## src/sv/record_rw_lock_table_assert.svh

```systemverilog
// assertion macros for the record read/write lock table
// used by rrlt_ctrl and rrlt_datapath; no other dependencies
`ifndef RECORD_RW_LOCK_TABLE_ASSERT_SVH
`define RECORD_RW_LOCK_TABLE_ASSERT_SVH

`ifndef SYNTHESIS

// property must hold at every clock edge outside reset
`define RRLT_ASSERT(lbl, clk, rst_n, prop) \
  lbl: assert property (@(posedge clk) disable iff (!rst_n) (prop)) \
    else $error("rrlt assertion failed");

// consequent must hold in the cycle after the antecedent
`define RRLT_ASSERT_NEXT(lbl, clk, rst_n, ante, cons) \
  lbl: assert property (@(posedge clk) disable iff (!rst_n) (ante) |=> (cons)) \
    else $error("rrlt assertion failed");

`else

`define RRLT_ASSERT(lbl, clk, rst_n, prop)
`define RRLT_ASSERT_NEXT(lbl, clk, rst_n, ante, cons)

`endif

`endif

```

## src/sv/rrlt_pkg.sv

```systemverilog
// shared constants, codes and command type of the record read/write lock table
// no dependencies
package rrlt_pkg;

  localparam int LOCK_SLOTS  = 16;
  localparam int READER_BITS = 8;
  localparam int SLOT_W      = (LOCK_SLOTS > 1) ? $clog2(LOCK_SLOTS) : 1;

  localparam int OP_W       = 2;
  localparam int KEY_W      = 31;
  localparam int ST_W       = 3;
  localparam int MODE_W     = 2;
  localparam int RD_OUT_W   = 8;
  localparam int IN_DATA_W  = 40;
  localparam int OUT_DATA_W = 16;
  localparam int OUT_USED_W = ST_W + MODE_W + RD_OUT_W;

  // opcodes
  localparam logic [OP_W-1:0] OP_READ   = 2'd0;
  localparam logic [OP_W-1:0] OP_WRITE  = 2'd1;
  localparam logic [OP_W-1:0] OP_UNLOCK = 2'd2;

  // lock modes
  localparam logic [MODE_W-1:0] MODE_NONE  = 2'd0;
  localparam logic [MODE_W-1:0] MODE_READ  = 2'd1;
  localparam logic [MODE_W-1:0] MODE_WRITE = 2'd2;

  // result status
  localparam logic [ST_W-1:0] ST_DONE     = 3'd0;
  localparam logic [ST_W-1:0] ST_CONFLICT = 3'd1;
  localparam logic [ST_W-1:0] ST_FULL     = 3'd2;
  localparam logic [ST_W-1:0] ST_LIMIT    = 3'd3;
  localparam logic [ST_W-1:0] ST_NOT_HELD = 3'd4;

  localparam logic [READER_BITS-1:0] READER_MAX = {READER_BITS{1'b1}};
  localparam logic [READER_BITS-1:0] READER_ONE = READER_BITS'(1);

  // controller to datapath commands
  typedef struct packed {
    logic load_req;  // capture the incoming request
    logic exec;      // update the table and load the result register
  } rrlt_cmd_t;

endpackage

```

## src/sv/record_rw_lock_table.sv

```systemverilog
// top level of the record read/write lock table
// depends on rrlt_pkg, rrlt_ctrl and rrlt_datapath
//
// usage
//   in channel: one lock request per transaction; in_tdata holds opcode
//     (read lock, write lock, unlock) and the 31-bit record key
//   out channel: one result per request, in request order; out_tdata holds
//     status, the key's mode afterwards and its reader count afterwards
//   the table holds LOCK_SLOTS keys, matched against the request in parallel
// timing
//   an accepted request is captured, then executed in S_EXEC once the result
//   register is free or draining, a read-modify-write of the matched or lowest
//   free slot; out_tvalid is set on the edge that ends that execute cycle
//   a new request is taken only once the previous one has executed (capture
//   then table update), set by the single shared compare and update unit
//   in_tready is high in the capture cycle even while a result still waits
// reset
//   synchronous active-low rst_n frees every slot and drops any pending result
// stall
//   while out_tready is low a finished result holds in the output register;
//   one more request may be accepted and waits until the register drains
module record_rw_lock_table
  import rrlt_pkg::*;
(
  input  logic                  clk,
  input  logic                  rst_n,
  // request channel
  input  logic                  in_tvalid,
  output logic                  in_tready,
  input  logic [IN_DATA_W-1:0]  in_tdata,   // [1:0] opcode, [32:2] record_key
  // result channel
  output logic                  out_tvalid,
  input  logic                  out_tready,
  output logic [OUT_DATA_W-1:0] out_tdata   // [2:0] status, [4:3] mode_after,
                                            // [12:5] readers_after
);

  // commands from the state machine to the slot table
  rrlt_cmd_t cmd;

  // handshake sequencing and result valid flag
  rrlt_ctrl u_ctrl (
    .clk        (clk),
    .rst_n      (rst_n),
    .in_tvalid  (in_tvalid),
    .in_tready  (in_tready),
    .out_tvalid (out_tvalid),
    .out_tready (out_tready),
    .cmd        (cmd)
  );

  // slot table, key match, lock update and result register
  rrlt_datapath u_datapath (
    .clk       (clk),
    .rst_n     (rst_n),
    .cmd       (cmd),
    .in_tdata  (in_tdata),
    .out_tdata (out_tdata)
  );

endmodule

```

## src/sv/rrlt_ctrl.sv

```systemverilog
// control state machine of the record read/write lock table
// depends on rrlt_pkg and record_rw_lock_table_assert.svh
`include "record_rw_lock_table_assert.svh"

module rrlt_ctrl
  import rrlt_pkg::*;
(
  input  logic       clk,
  input  logic       rst_n,
  input  logic       in_tvalid,
  output logic       in_tready,
  output logic       out_tvalid,
  input  logic       out_tready,
  output rrlt_cmd_t  cmd
);

  localparam logic S_IDLE = 1'b0;
  localparam logic S_EXEC = 1'b1;

  logic state_r, state_nxt;
  logic out_valid_r, out_valid_nxt;

  assign in_tready    = (state_r == S_IDLE);
  assign out_tvalid   = out_valid_r;
  assign cmd.load_req = in_tvalid && in_tready;
  // result register free, or being emptied this cycle
  assign cmd.exec     = (state_r == S_EXEC) && (!out_valid_r || out_tready);

  always_comb begin
    state_nxt = state_r;
    case (state_r)
      S_IDLE: begin
        if (cmd.load_req) begin
          state_nxt = S_EXEC;
        end
      end
      S_EXEC: begin
        if (cmd.exec) begin
          state_nxt = S_IDLE;
        end
      end
      default: state_nxt = S_IDLE;
    endcase
  end

  always_comb begin
    out_valid_nxt = out_valid_r;
    if (cmd.exec) begin
      out_valid_nxt = 1'b1;
    end else if (out_tready) begin
      out_valid_nxt = 1'b0;
    end
  end

  always_ff @(posedge clk) begin
    if (!rst_n) begin
      state_r     <= S_IDLE;
      out_valid_r <= 1'b0;
    end else begin
      state_r     <= state_nxt;
      out_valid_r <= out_valid_nxt;
    end
  end

  `RRLT_ASSERT(a_exec_slot_free, clk, rst_n, !cmd.exec || !out_valid_r || out_tready)
  `RRLT_ASSERT_NEXT(a_accept_to_exec, clk, rst_n, cmd.load_req, state_r == S_EXEC)
  `RRLT_ASSERT_NEXT(a_exec_gives_result, clk, rst_n, cmd.exec, out_valid_r && state_r == S_IDLE)

endmodule

```

## src/sv/rrlt_datapath.sv

```systemverilog
// lock slot table, parallel key match and result register
// depends on rrlt_pkg and record_rw_lock_table_assert.svh
`include "record_rw_lock_table_assert.svh"

module rrlt_datapath
  import rrlt_pkg::*;
(
  input  logic                  clk,
  input  logic                  rst_n,
  input  rrlt_cmd_t             cmd,
  input  logic [IN_DATA_W-1:0]  in_tdata,
  output logic [OUT_DATA_W-1:0] out_tdata
);

  // captured request
  logic [OP_W-1:0]  req_op_r;
  logic [KEY_W-1:0] req_key_r;

  // slot table
  logic [KEY_W-1:0]       key_r  [LOCK_SLOTS];
  logic [MODE_W-1:0]      mode_r [LOCK_SLOTS];
  logic [READER_BITS-1:0] rd_r   [LOCK_SLOTS];

  // result register
  logic [ST_W-1:0]     res_st_r;
  logic [MODE_W-1:0]   res_mode_r;
  logic [RD_OUT_W-1:0] res_rd_r;

  logic [LOCK_SLOTS-1:0]  hit_vec, free_vec;
  logic [SLOT_W-1:0]      hit_idx, free_idx;
  logic                   hit_any, free_any;
  logic [MODE_W-1:0]      cur_mode;
  logic [READER_BITS-1:0] cur_rd;

  logic                   wr_en;
  logic [SLOT_W-1:0]      wr_idx;
  logic [KEY_W-1:0]       wr_key;
  logic [MODE_W-1:0]      wr_mode;
  logic [READER_BITS-1:0] wr_rd;
  logic [ST_W-1:0]        res_st;
  logic [MODE_W-1:0]      res_mode;
  logic [READER_BITS-1:0] res_rd;

  always_comb begin
    for (int i = 0; i < LOCK_SLOTS; i++) begin
      hit_vec[i]  = (mode_r[i] != MODE_NONE) && (key_r[i] == req_key_r);
      free_vec[i] = (mode_r[i] == MODE_NONE);
    end
  end

  // lowest index wins
  always_comb begin
    hit_idx  = '0;
    free_idx = '0;
    for (int i = LOCK_SLOTS - 1; i >= 0; i--) begin
      if (hit_vec[i]) begin
        hit_idx = SLOT_W'(i);
      end
      if (free_vec[i]) begin
        free_idx = SLOT_W'(i);
      end
    end
  end

  assign hit_any  = |hit_vec;
  assign free_any = |free_vec;
  assign cur_mode = mode_r[hit_idx];
  assign cur_rd   = rd_r[hit_idx];

  always_comb begin
    wr_en    = 1'b0;
    wr_idx   = hit_idx;
    wr_key   = key_r[hit_idx];
    wr_mode  = cur_mode;
    wr_rd    = cur_rd;
    res_st   = ST_NOT_HELD;
    res_mode = MODE_NONE;
    res_rd   = '0;
    case (req_op_r)
      OP_READ, OP_WRITE: begin
        if (hit_any) begin
          if (req_op_r == OP_WRITE || cur_mode == MODE_WRITE) begin
            res_st   = ST_CONFLICT;
            res_mode = cur_mode;
            res_rd   = cur_rd;
          end else if (cur_rd == READER_MAX) begin
            res_st   = ST_LIMIT;
            res_mode = cur_mode;
            res_rd   = cur_rd;
          end else begin
            wr_en    = 1'b1;
            wr_mode  = MODE_READ;
            wr_rd    = cur_rd + READER_ONE;
            res_st   = ST_DONE;
            res_mode = MODE_READ;
            res_rd   = cur_rd + READER_ONE;
          end
        end else if (!free_any) begin
          res_st = ST_FULL;
        end else begin
          wr_en  = 1'b1;
          wr_idx = free_idx;
          wr_key = req_key_r;
          res_st = ST_DONE;
          if (req_op_r == OP_READ) begin
            wr_mode  = MODE_READ;
            wr_rd    = READER_ONE;
            res_mode = MODE_READ;
            res_rd   = READER_ONE;
          end else begin
            wr_mode  = MODE_WRITE;
            wr_rd    = '0;
            res_mode = MODE_WRITE;
          end
        end
      end
      OP_UNLOCK: begin
        if (hit_any) begin
          wr_en  = 1'b1;
          res_st = ST_DONE;
          if (cur_mode == MODE_READ && cur_rd > READER_ONE) begin
            wr_rd    = cur_rd - READER_ONE;
            res_mode = MODE_READ;
            res_rd   = cur_rd - READER_ONE;
          end else begin
            // last holder gone, slot returns to the free pool
            wr_key  = '0;
            wr_mode = MODE_NONE;
            wr_rd   = '0;
          end
        end
      end
      default: begin
        // unused opcode only reports
        if (hit_any) begin
          res_mode = cur_mode;
          res_rd   = cur_rd;
        end
      end
    endcase
  end

  always_ff @(posedge clk) begin
    if (cmd.load_req) begin
      req_op_r  <= in_tdata[OP_W-1:0];
      req_key_r <= in_tdata[OP_W+KEY_W-1:OP_W];
    end
    if (cmd.exec) begin
      res_st_r   <= res_st;
      res_mode_r <= res_mode;
      res_rd_r   <= RD_OUT_W'(res_rd);
    end
    if (cmd.exec && wr_en) begin
      key_r[wr_idx] <= wr_key;
      rd_r[wr_idx]  <= wr_rd;
    end
  end

  always_ff @(posedge clk) begin
    if (!rst_n) begin
      for (int i = 0; i < LOCK_SLOTS; i++) begin
        mode_r[i] <= MODE_NONE;
      end
    end else if (cmd.exec && wr_en) begin
      mode_r[wr_idx] <= wr_mode;
    end
  end

  assign out_tdata = {(OUT_DATA_W - OUT_USED_W)'(0), res_rd_r, res_mode_r, res_st_r};

  // keys stay unique among held slots
  `RRLT_ASSERT(a_single_hit, clk, rst_n, $onehot0(hit_vec))
  // a full report only when no slot is free
  `RRLT_ASSERT(a_full_no_free, clk, rst_n, !(cmd.exec && res_st == ST_FULL) || !free_any)

endmodule
```

## config.mk

```make
export PLATFORM = sky130hd
export DESIGN_NAME = record_rw_lock_table
export DESIGN_NICKNAME = d
export VERILOG_FILES = /design/src/sv/rrlt_pkg.sv /design/src/sv/record_rw_lock_table.sv /design/src/sv/rrlt_ctrl.sv /design/src/sv/rrlt_datapath.sv
export VERILOG_INCLUDE_DIRS = /design/src /design/src/sv
export SDC_FILE = /design/constraint.sdc
export NUM_CORES = 2
export LEC_CHECK = 0
export BUFFER_PORTS_ARGS = -buffer_cell sky130_fd_sc_hd__buf_2
export CAP_MARGIN = 20
export CORE_MARGIN = 5
export CORE_UTILIZATION = 60
export DETAILED_ROUTE_END_ITERATION = 7
export PLACE_DENSITY = 0.77
export SLEW_MARGIN = 20
export SYNTH_ARGS = -nofsm -noshare
export SYNTH_HDL_FRONTEND = slang
export SYNTH_SLANG_ARGS = --single-unit
```

## constraint.sdc

```tcl
create_clock -name clk -period 10.75 [get_ports clk]
set_clock_uncertainty 0.2 [all_clocks]
set_input_delay 1.075 -clock clk [delete_from_list [all_inputs] [get_ports clk]]
set_output_delay 1.075 -clock clk [all_outputs]
set_load 0.02 [all_outputs]
```

## Word-level counts from Yosys, hierarchy flattened

Memories as Yosys holds them, arrays and structs flattened.
Cells that the tools add are included.

- Add/subtract/negate cells: 2
- Order comparisons: 1
- Equality and inequality tests: 21
- Mux-type cells: 92
- Bitwise logic cells: 1
- Reduce and logical (&&, ||, !) cells: 61

Operator list:

| cell | number |
|---|---|
| == test 31 bit | 16 |
| two-way mux 4 bit | 36 |
| two-way mux 31 bit | 4 |
| two-way mux 8 bit | 10 |
| one-hot mux 31 bit (2 select lines) | 1 |
| zero test 2 bit | 17 |
| nonzero test 2 bit | 17 |
| one-hot mux 8 bit (2 select lines) | 2 |
| OR reduction 16 bit | 2 |
| two-way mux 2 bit | 14 |
| logical AND 1 bit | 20 |
| two-way mux 1 bit | 17 |
| two-way mux 3 bit | 3 |
| adder 8 x 1 -> 8 bit (second input constant) | 1 |
| == test 8 bit (second input constant) | 1 |
| > comparator 8 x 1 -> 1 bit (second input constant) | 1 |
| one-hot mux 2 bit (2 select lines) | 2 |
| subtractor 8 x 1 -> 8 bit (second input constant) | 1 |
| one-hot mux 3 bit (2 select lines) | 1 |
| == test 2 x 1 -> 1 bit (second input constant) | 2 |
| == test 2 bit (second input constant) | 2 |
| one-hot mux 1 bit (2 select lines) | 2 |
| OR reduction 2 bit | 2 |
| logical OR 1 bit | 2 |
| 2 further kinds | 2 |

- Bits in registers: 48
- Memory bits (writable): 656
- Input port bits: 44
- Word-level logic and storage cells: 188
- Memories: 3

Memory list:

| name | depth | bits a word | rd ports | clocked after Yosys merged registers in | write ports | RTL line | RTL |
|---|---|---|---|---|---|---|---|
| u_datapath.key_r | 16 | 31 | 17 | 0 | 1 | rrlt_datapath.sv:20 | `logic [KEY_W-1:0] key_r [LOCK_SLOTS];` |
| u_datapath.rd_r | 16 | 8 | 1 | 0 | 1 | rrlt_datapath.sv:22 | `logic [READER_BITS-1:0] rd_r [LOCK_SLOTS];` |
| u_datapath.mode_r | 16 | 2 | 17 | 0 | 16 | rrlt_datapath.sv:21 | `logic [MODE_W-1:0] mode_r [LOCK_SLOTS];` |

## Depth between registers and ports, before layout

An unclocked memory read counts as a cell.

- Word-level depth: 31
- Gate-level depth with buffers: 23
- Depth with buffers taken out: 17

## Modules after synthesis

Synthesis repeated with hierarchy kept, for this count alone.

- Cells, all modules: 3198
- Area total of the unflattened synthesis: 37314.5 um^2

By module, submodules not included:

| module | times used | cells an instance | area each (um^2) |
|---|---|---|---|
| rrlt_datapath | 1 | 3188 | 37204.4 |
| rrlt_ctrl | 1 | 10 | 110.1 |

## Least setup slack after synthesis

Ideal clock, no wire load.

- Kind: reg2reg
- From: register u_datapath.req_key_r[26]
- To: memory u_datapath.key_r[9][0] (enable)
- Arrival: 7.476 ns
- Data required time: 10.066 ns
- Path slack: 2.591 ns
- Cell stages (with the launch flop): 20
- Period minus slack after synthesis: 8.159 ns
- Path through: edfxtp_1 > buf_2 > xor2_1 > or4_1 > or4_1 > a2bb2o_1 > a21oi_1 > buf_2 > o31ai_4 > buf_2 > mux2_2 > o32a_1 > o31a_1 > and2_0 > ha_1 > nand2_1 > o41ai_4 > nand3_2 > nand2_1 > nor3_1

- Longest elaborated chain between the ends: 27
- Elaborated cells between the ends (all ways): 65

RTL lines:

| item | RTL line | RTL |
|---|---|---|
| from (decl) | rrlt_datapath.sv:17 | `logic [KEY_W-1:0] req_key_r;` |
| from (signal assigned) | rrlt_datapath.sv:146 | `req_key_r <= in_tdata[OP_W+KEY_W-1:OP_W];` |
| == test 31 bit | rrlt_datapath.sv:46 | `hit_vec[i] = (mode_r[i] != MODE_NONE) && (key_r[i] == req_key_r);` |
| logical AND 1 bit | rrlt_datapath.sv:46 |  |
| two-way mux 4 bit (16 in series) | rrlt_datapath.sv:56 | `if (hit_vec[i]) begin` |
| memory (16 x 8 bit) / memory (16 x 2 bit) (equally long branches) | -- |  |
| == test 8 bit / == test 2 bit (equally long branches) | rrlt_datapath.sv:86, rrlt_datapath.sv:82 |  |
| two-way mux 1 bit / logical OR 1 bit (equally long branches) | rrlt_datapath.sv:86, rrlt_datapath.sv:82 |  |
| two-way mux 1 bit | rrlt_datapath.sv:82 | `if (req_op_r == OP_WRITE \|\| cur_mode == MODE_WRITE) begin` |
| two-way mux 1 bit | rrlt_datapath.sv:81 | `if (hit_any) begin` |
| one-hot mux 1 bit (2 select lines) | rrlt_datapath.sv:79 | `case (req_op_r)` |
| logical AND 1 bit | rrlt_datapath.sv:153 | `if (cmd.exec && wr_en) begin` |
| two-way mux 1 bit | rrlt_datapath.sv:153 |  |
| two-way mux 1 bit (implied by the code) | rrlt_datapath.sv:154 | `key_r[wr_idx] <= wr_key;` |
| to (decl) | rrlt_datapath.sv:20 |  |

Parallel ways exist; a longest one is shown, timed or not.

## Worst setup path in the final report

- From: register u_datapath.req_key_r[8]
- To: memory u_datapath.key_r[2][10] (enable)

Same word-level chain as after synthesis.

==> metrics.txt <==
outcome=finished, violations left; failing checks=design-rule violations; CTS tree=yes; clock sinks=704; Finish-stage setup viols=0; Die Area=0.0665 mm^2; Clock Path Buffers=3; Slew Limit Fails=0; Post-DP HPWL=106000 um; share of post-route cells with drive strength above 1=9.92%; placed cell count=4045; Die Span Y=258 um; 1st-pass router iterations=8; critical path's top delay family=simple AND/OR/NAND/NOR gates; initial core utilization=60.9%; most common cell after layout, fill and taps aside=edfxtp_1; synthesized instance count=3334; Pleak=0.0139 uW; clk root buf=clkbuf_16; Initial DRC Count=5366; TritonCTS buffer count=75; Final ANT Viol Nets=0; post-synthesis async set-or-reset flop share=0%; initial antenna violation count=6; number of synthesized flops with an enable pin=702; Worst Path Class, Setup=reg2reg; die width=258 um; post-CTS setup buffer count=0; worst vdd ir=0.157 mV; critical-path maximum fanout=67; Crit. End Element=flip-flop; Hold Fails Final Rpt=0; syn avg cell area=11.1 um^2; largest net degree at the start of global routing=184; fin cells=4182; Clk pin slew, worst setup/hold paths=0.06 ns; Hold Buf Count CTS=0; crit path cell chain=xor2_1 > nor4_2 > nand2_1 > nor4_1 > a2111oi_0 > o31ai_1 > nand2_4 > o31a_1 > and2_0 > ha_1 > nand2_1 > o41ai_4 > nand3_2 > nand4_2 > nor2_4 > buf_12; PwrDens=152 mW/mm^2; worst slew pin tran=1.24 ns; IO Port Bufs=51; most frequent CP cell=nand2_1; Worst slew margin=16.7%; Post-route DRC=1; crit path DAT=9.21 ns; drt via density=7.14; Post-CTS Resized=0; vias in the first global route=27525; final wirelength=152000 um; Tcrit/Tclk final=84.8%; Tmin final=9.11 ns; PnR Total Power=6170 uW; CP Launch Type=flip-flop; Yosys reg bits=704; HP Class=reg2reg; GRT Resource Usage Total=44.3%; post-synth cell types=97; r2r setup slk=1.64 ns; Required @ worst endpoint=10.85 ns; clk_lat worst skew=0.64 ns; main flop type after synthesis=edfxtp_1; IO Count=62; drt wl/cell=36.2 um; CP max-delay cell=edfxtp_1; gp weighted congestion=1.11; Layout area overhead=9.82%; Overflow after GRT=0; Max stage delay on crit path=1.08 ns; Peak Freq=0.110 GHz; most frequent cells in the layout=702 x edfxtp_1, 643 x nand2_1, 360 x xor2_1; area of the mapped netlist=0.0369 mm^2; CORE AREA=0.0606 mm^2; first-pass GRT wire length=208000 um; CTS H-Tree Depth=3; warnings from Yosys=0; setup TNS=0 ns; nets=3389; RSZ-0062 raised after global routing=false; Seq/Total Area, Yosys=57.3%; Site Rows=90; # Max-Cap Violations=0; fillcell total=4565; routed via count=29853; Worst Path Buf+Inv=1
cells by family after synthesis:
group | synth area share (%)
simple gates | 17.9
flops | 57.3
xor+xnor | 12.2
compound gates | 7.72
buf+inv | 2.83
mux | 1.91
fa+ha+maj | 0.102
other cells | 0.0102
area by class of cell:
type,instances,area (um^2),share of cell area [%]
Tap cell,782,978,2.42
Inverter,28,105,0.259
Clock inverter,44,434,1.07
Multi-Input combinational cell,2398,15000,36.9
Clock buffer,88,1950,4.81
Antenna cell,3,7.51,0.0185
Timing Repair Buffer,135,951,2.35
Sequential cell,704,21100,52.1
sequential cells by signal (all words and copies together) (netlist names):
register / flops
u_datapath.key_r: 496
u_datapath.res_mode_r: 2
u_datapath.res_rd_r: 8
u_datapath.req_key_r: 31
u_datapath.req_op_r: 2
u_datapath.rd_r: 128
u_datapath.mode_r: 32
u_datapath.res_st_r: 3
u_ctrl.out_tvalid: 1
u_ctrl.state_r: 1
Yosys cell counts, types with 5 or more instances:
master / instances / area [um^2]
a211o_1: 8 / 70.1
xor2_1: 360 / 3150
and3_1: 10 / 62.6
and2_1: 9 / 56.3
o221ai_1: 5 / 43.8
o21ai_1: 41 / 205
xnor2_1: 155 / 1360
inv_1: 27 / 101
nor3_1: 38 / 190
o31a_1: 6 / 52.6
nor4b_1: 9 / 78.8
o22ai_1: 14 / 87.6
or2_2: 16 / 100
nand2b_1: 6 / 37.5
buf_2: 67 / 335
o211ai_1: 40 / 300
a21oi_1: 31 / 155
o311ai_0: 5 / 43.8
o2111ai_1: 6 / 52.6
nand4_1: 92 / 576
clkbuf_1: 108 / 405
buf_4: 14 / 105
or4_1: 34 / 255
mux2_2: 19 / 214
o21ai_0: 144 / 721
nor2_1: 98 / 368
nor4_1: 132 / 826
a211oi_1: 29 / 218
a2111oi_0: 8 / 70.1
mux2i_1: 49 / 490
nand3_1: 258 / 1290
o21a_1: 5 / 37.5
o32ai_1: 5 / 43.8
buf_1: 13 / 48.8
edfxtp_1: 702 / 21100
nand2_1: 645 / 2420
a31oi_1: 6 / 37.5
through the flow:
stage,hold WS [ns],area (um^2),setup WS (ns),util [%]
finish,0.299,40500,1.64,66.9
global placement,0.278,38000,1.99,62.8
global route,0.341,40500,1.69,66.9
detailed placement,0.290,38000,1.85,62.8
CTS,0.300,40400,1.81,66.7
floorplan,0.310,36900,2.59,-
path summary, 6_finish.rpt:
| path | from | endpoint | cells after the start |
|---|---|---|---|
| worst max-delay path | u_datapath.req_key_r[8] | u_datapath.key_r[2][10] | 16 |
| worst min register to register | u_ctrl.out_tvalid | u_ctrl.out_tvalid | 2 |
| worst min-delay path | u_ctrl.out_tvalid | u_ctrl.out_tvalid | 2 |
| worst max register to register | u_datapath.req_key_r[8] | u_datapath.key_r[2][10] | 16 |
power by group:
group / total [uW] / switching [uW] / internal (uW) / leakage (uW)
registers: 3110 / 41.1 / 3060 / 0.00644
logic: 465 / 352 / 113 / 0.00634
clock network: 2600 / 1110 / 1490 / 0.00117
per-layer routing:
| metal | routed length (um) | part of all wire, % | track usage, % | up-vias |
|---|---|---|---|---|
| li1 | - | - | - | 12264 |
| met1 | 49900 | 33 | 55.0 | 14263 |
| met4 | 16300 | 11 | 34.4 | 4 |
| met3 | 21400 | 14 | 13.9 | 631 |
| met2 | 63900 | 42 | 64.5 | 2691 |
| met5 | 25 | 0.016 | 0.146 | - |
worst register-to-register path: cells and delay by family, from the launching register on:
family                     cells  cell delay, ns
AOI/OAI and AO/OA              4            1.87
xor gates and xnor gates       1            0.21
adders and majority gates      1            0.34
buffers and inverters          1            0.38
DFF                            1            1.08
and+or+nand+nor                9            4.68
Power figures use the tool's default switching activity.
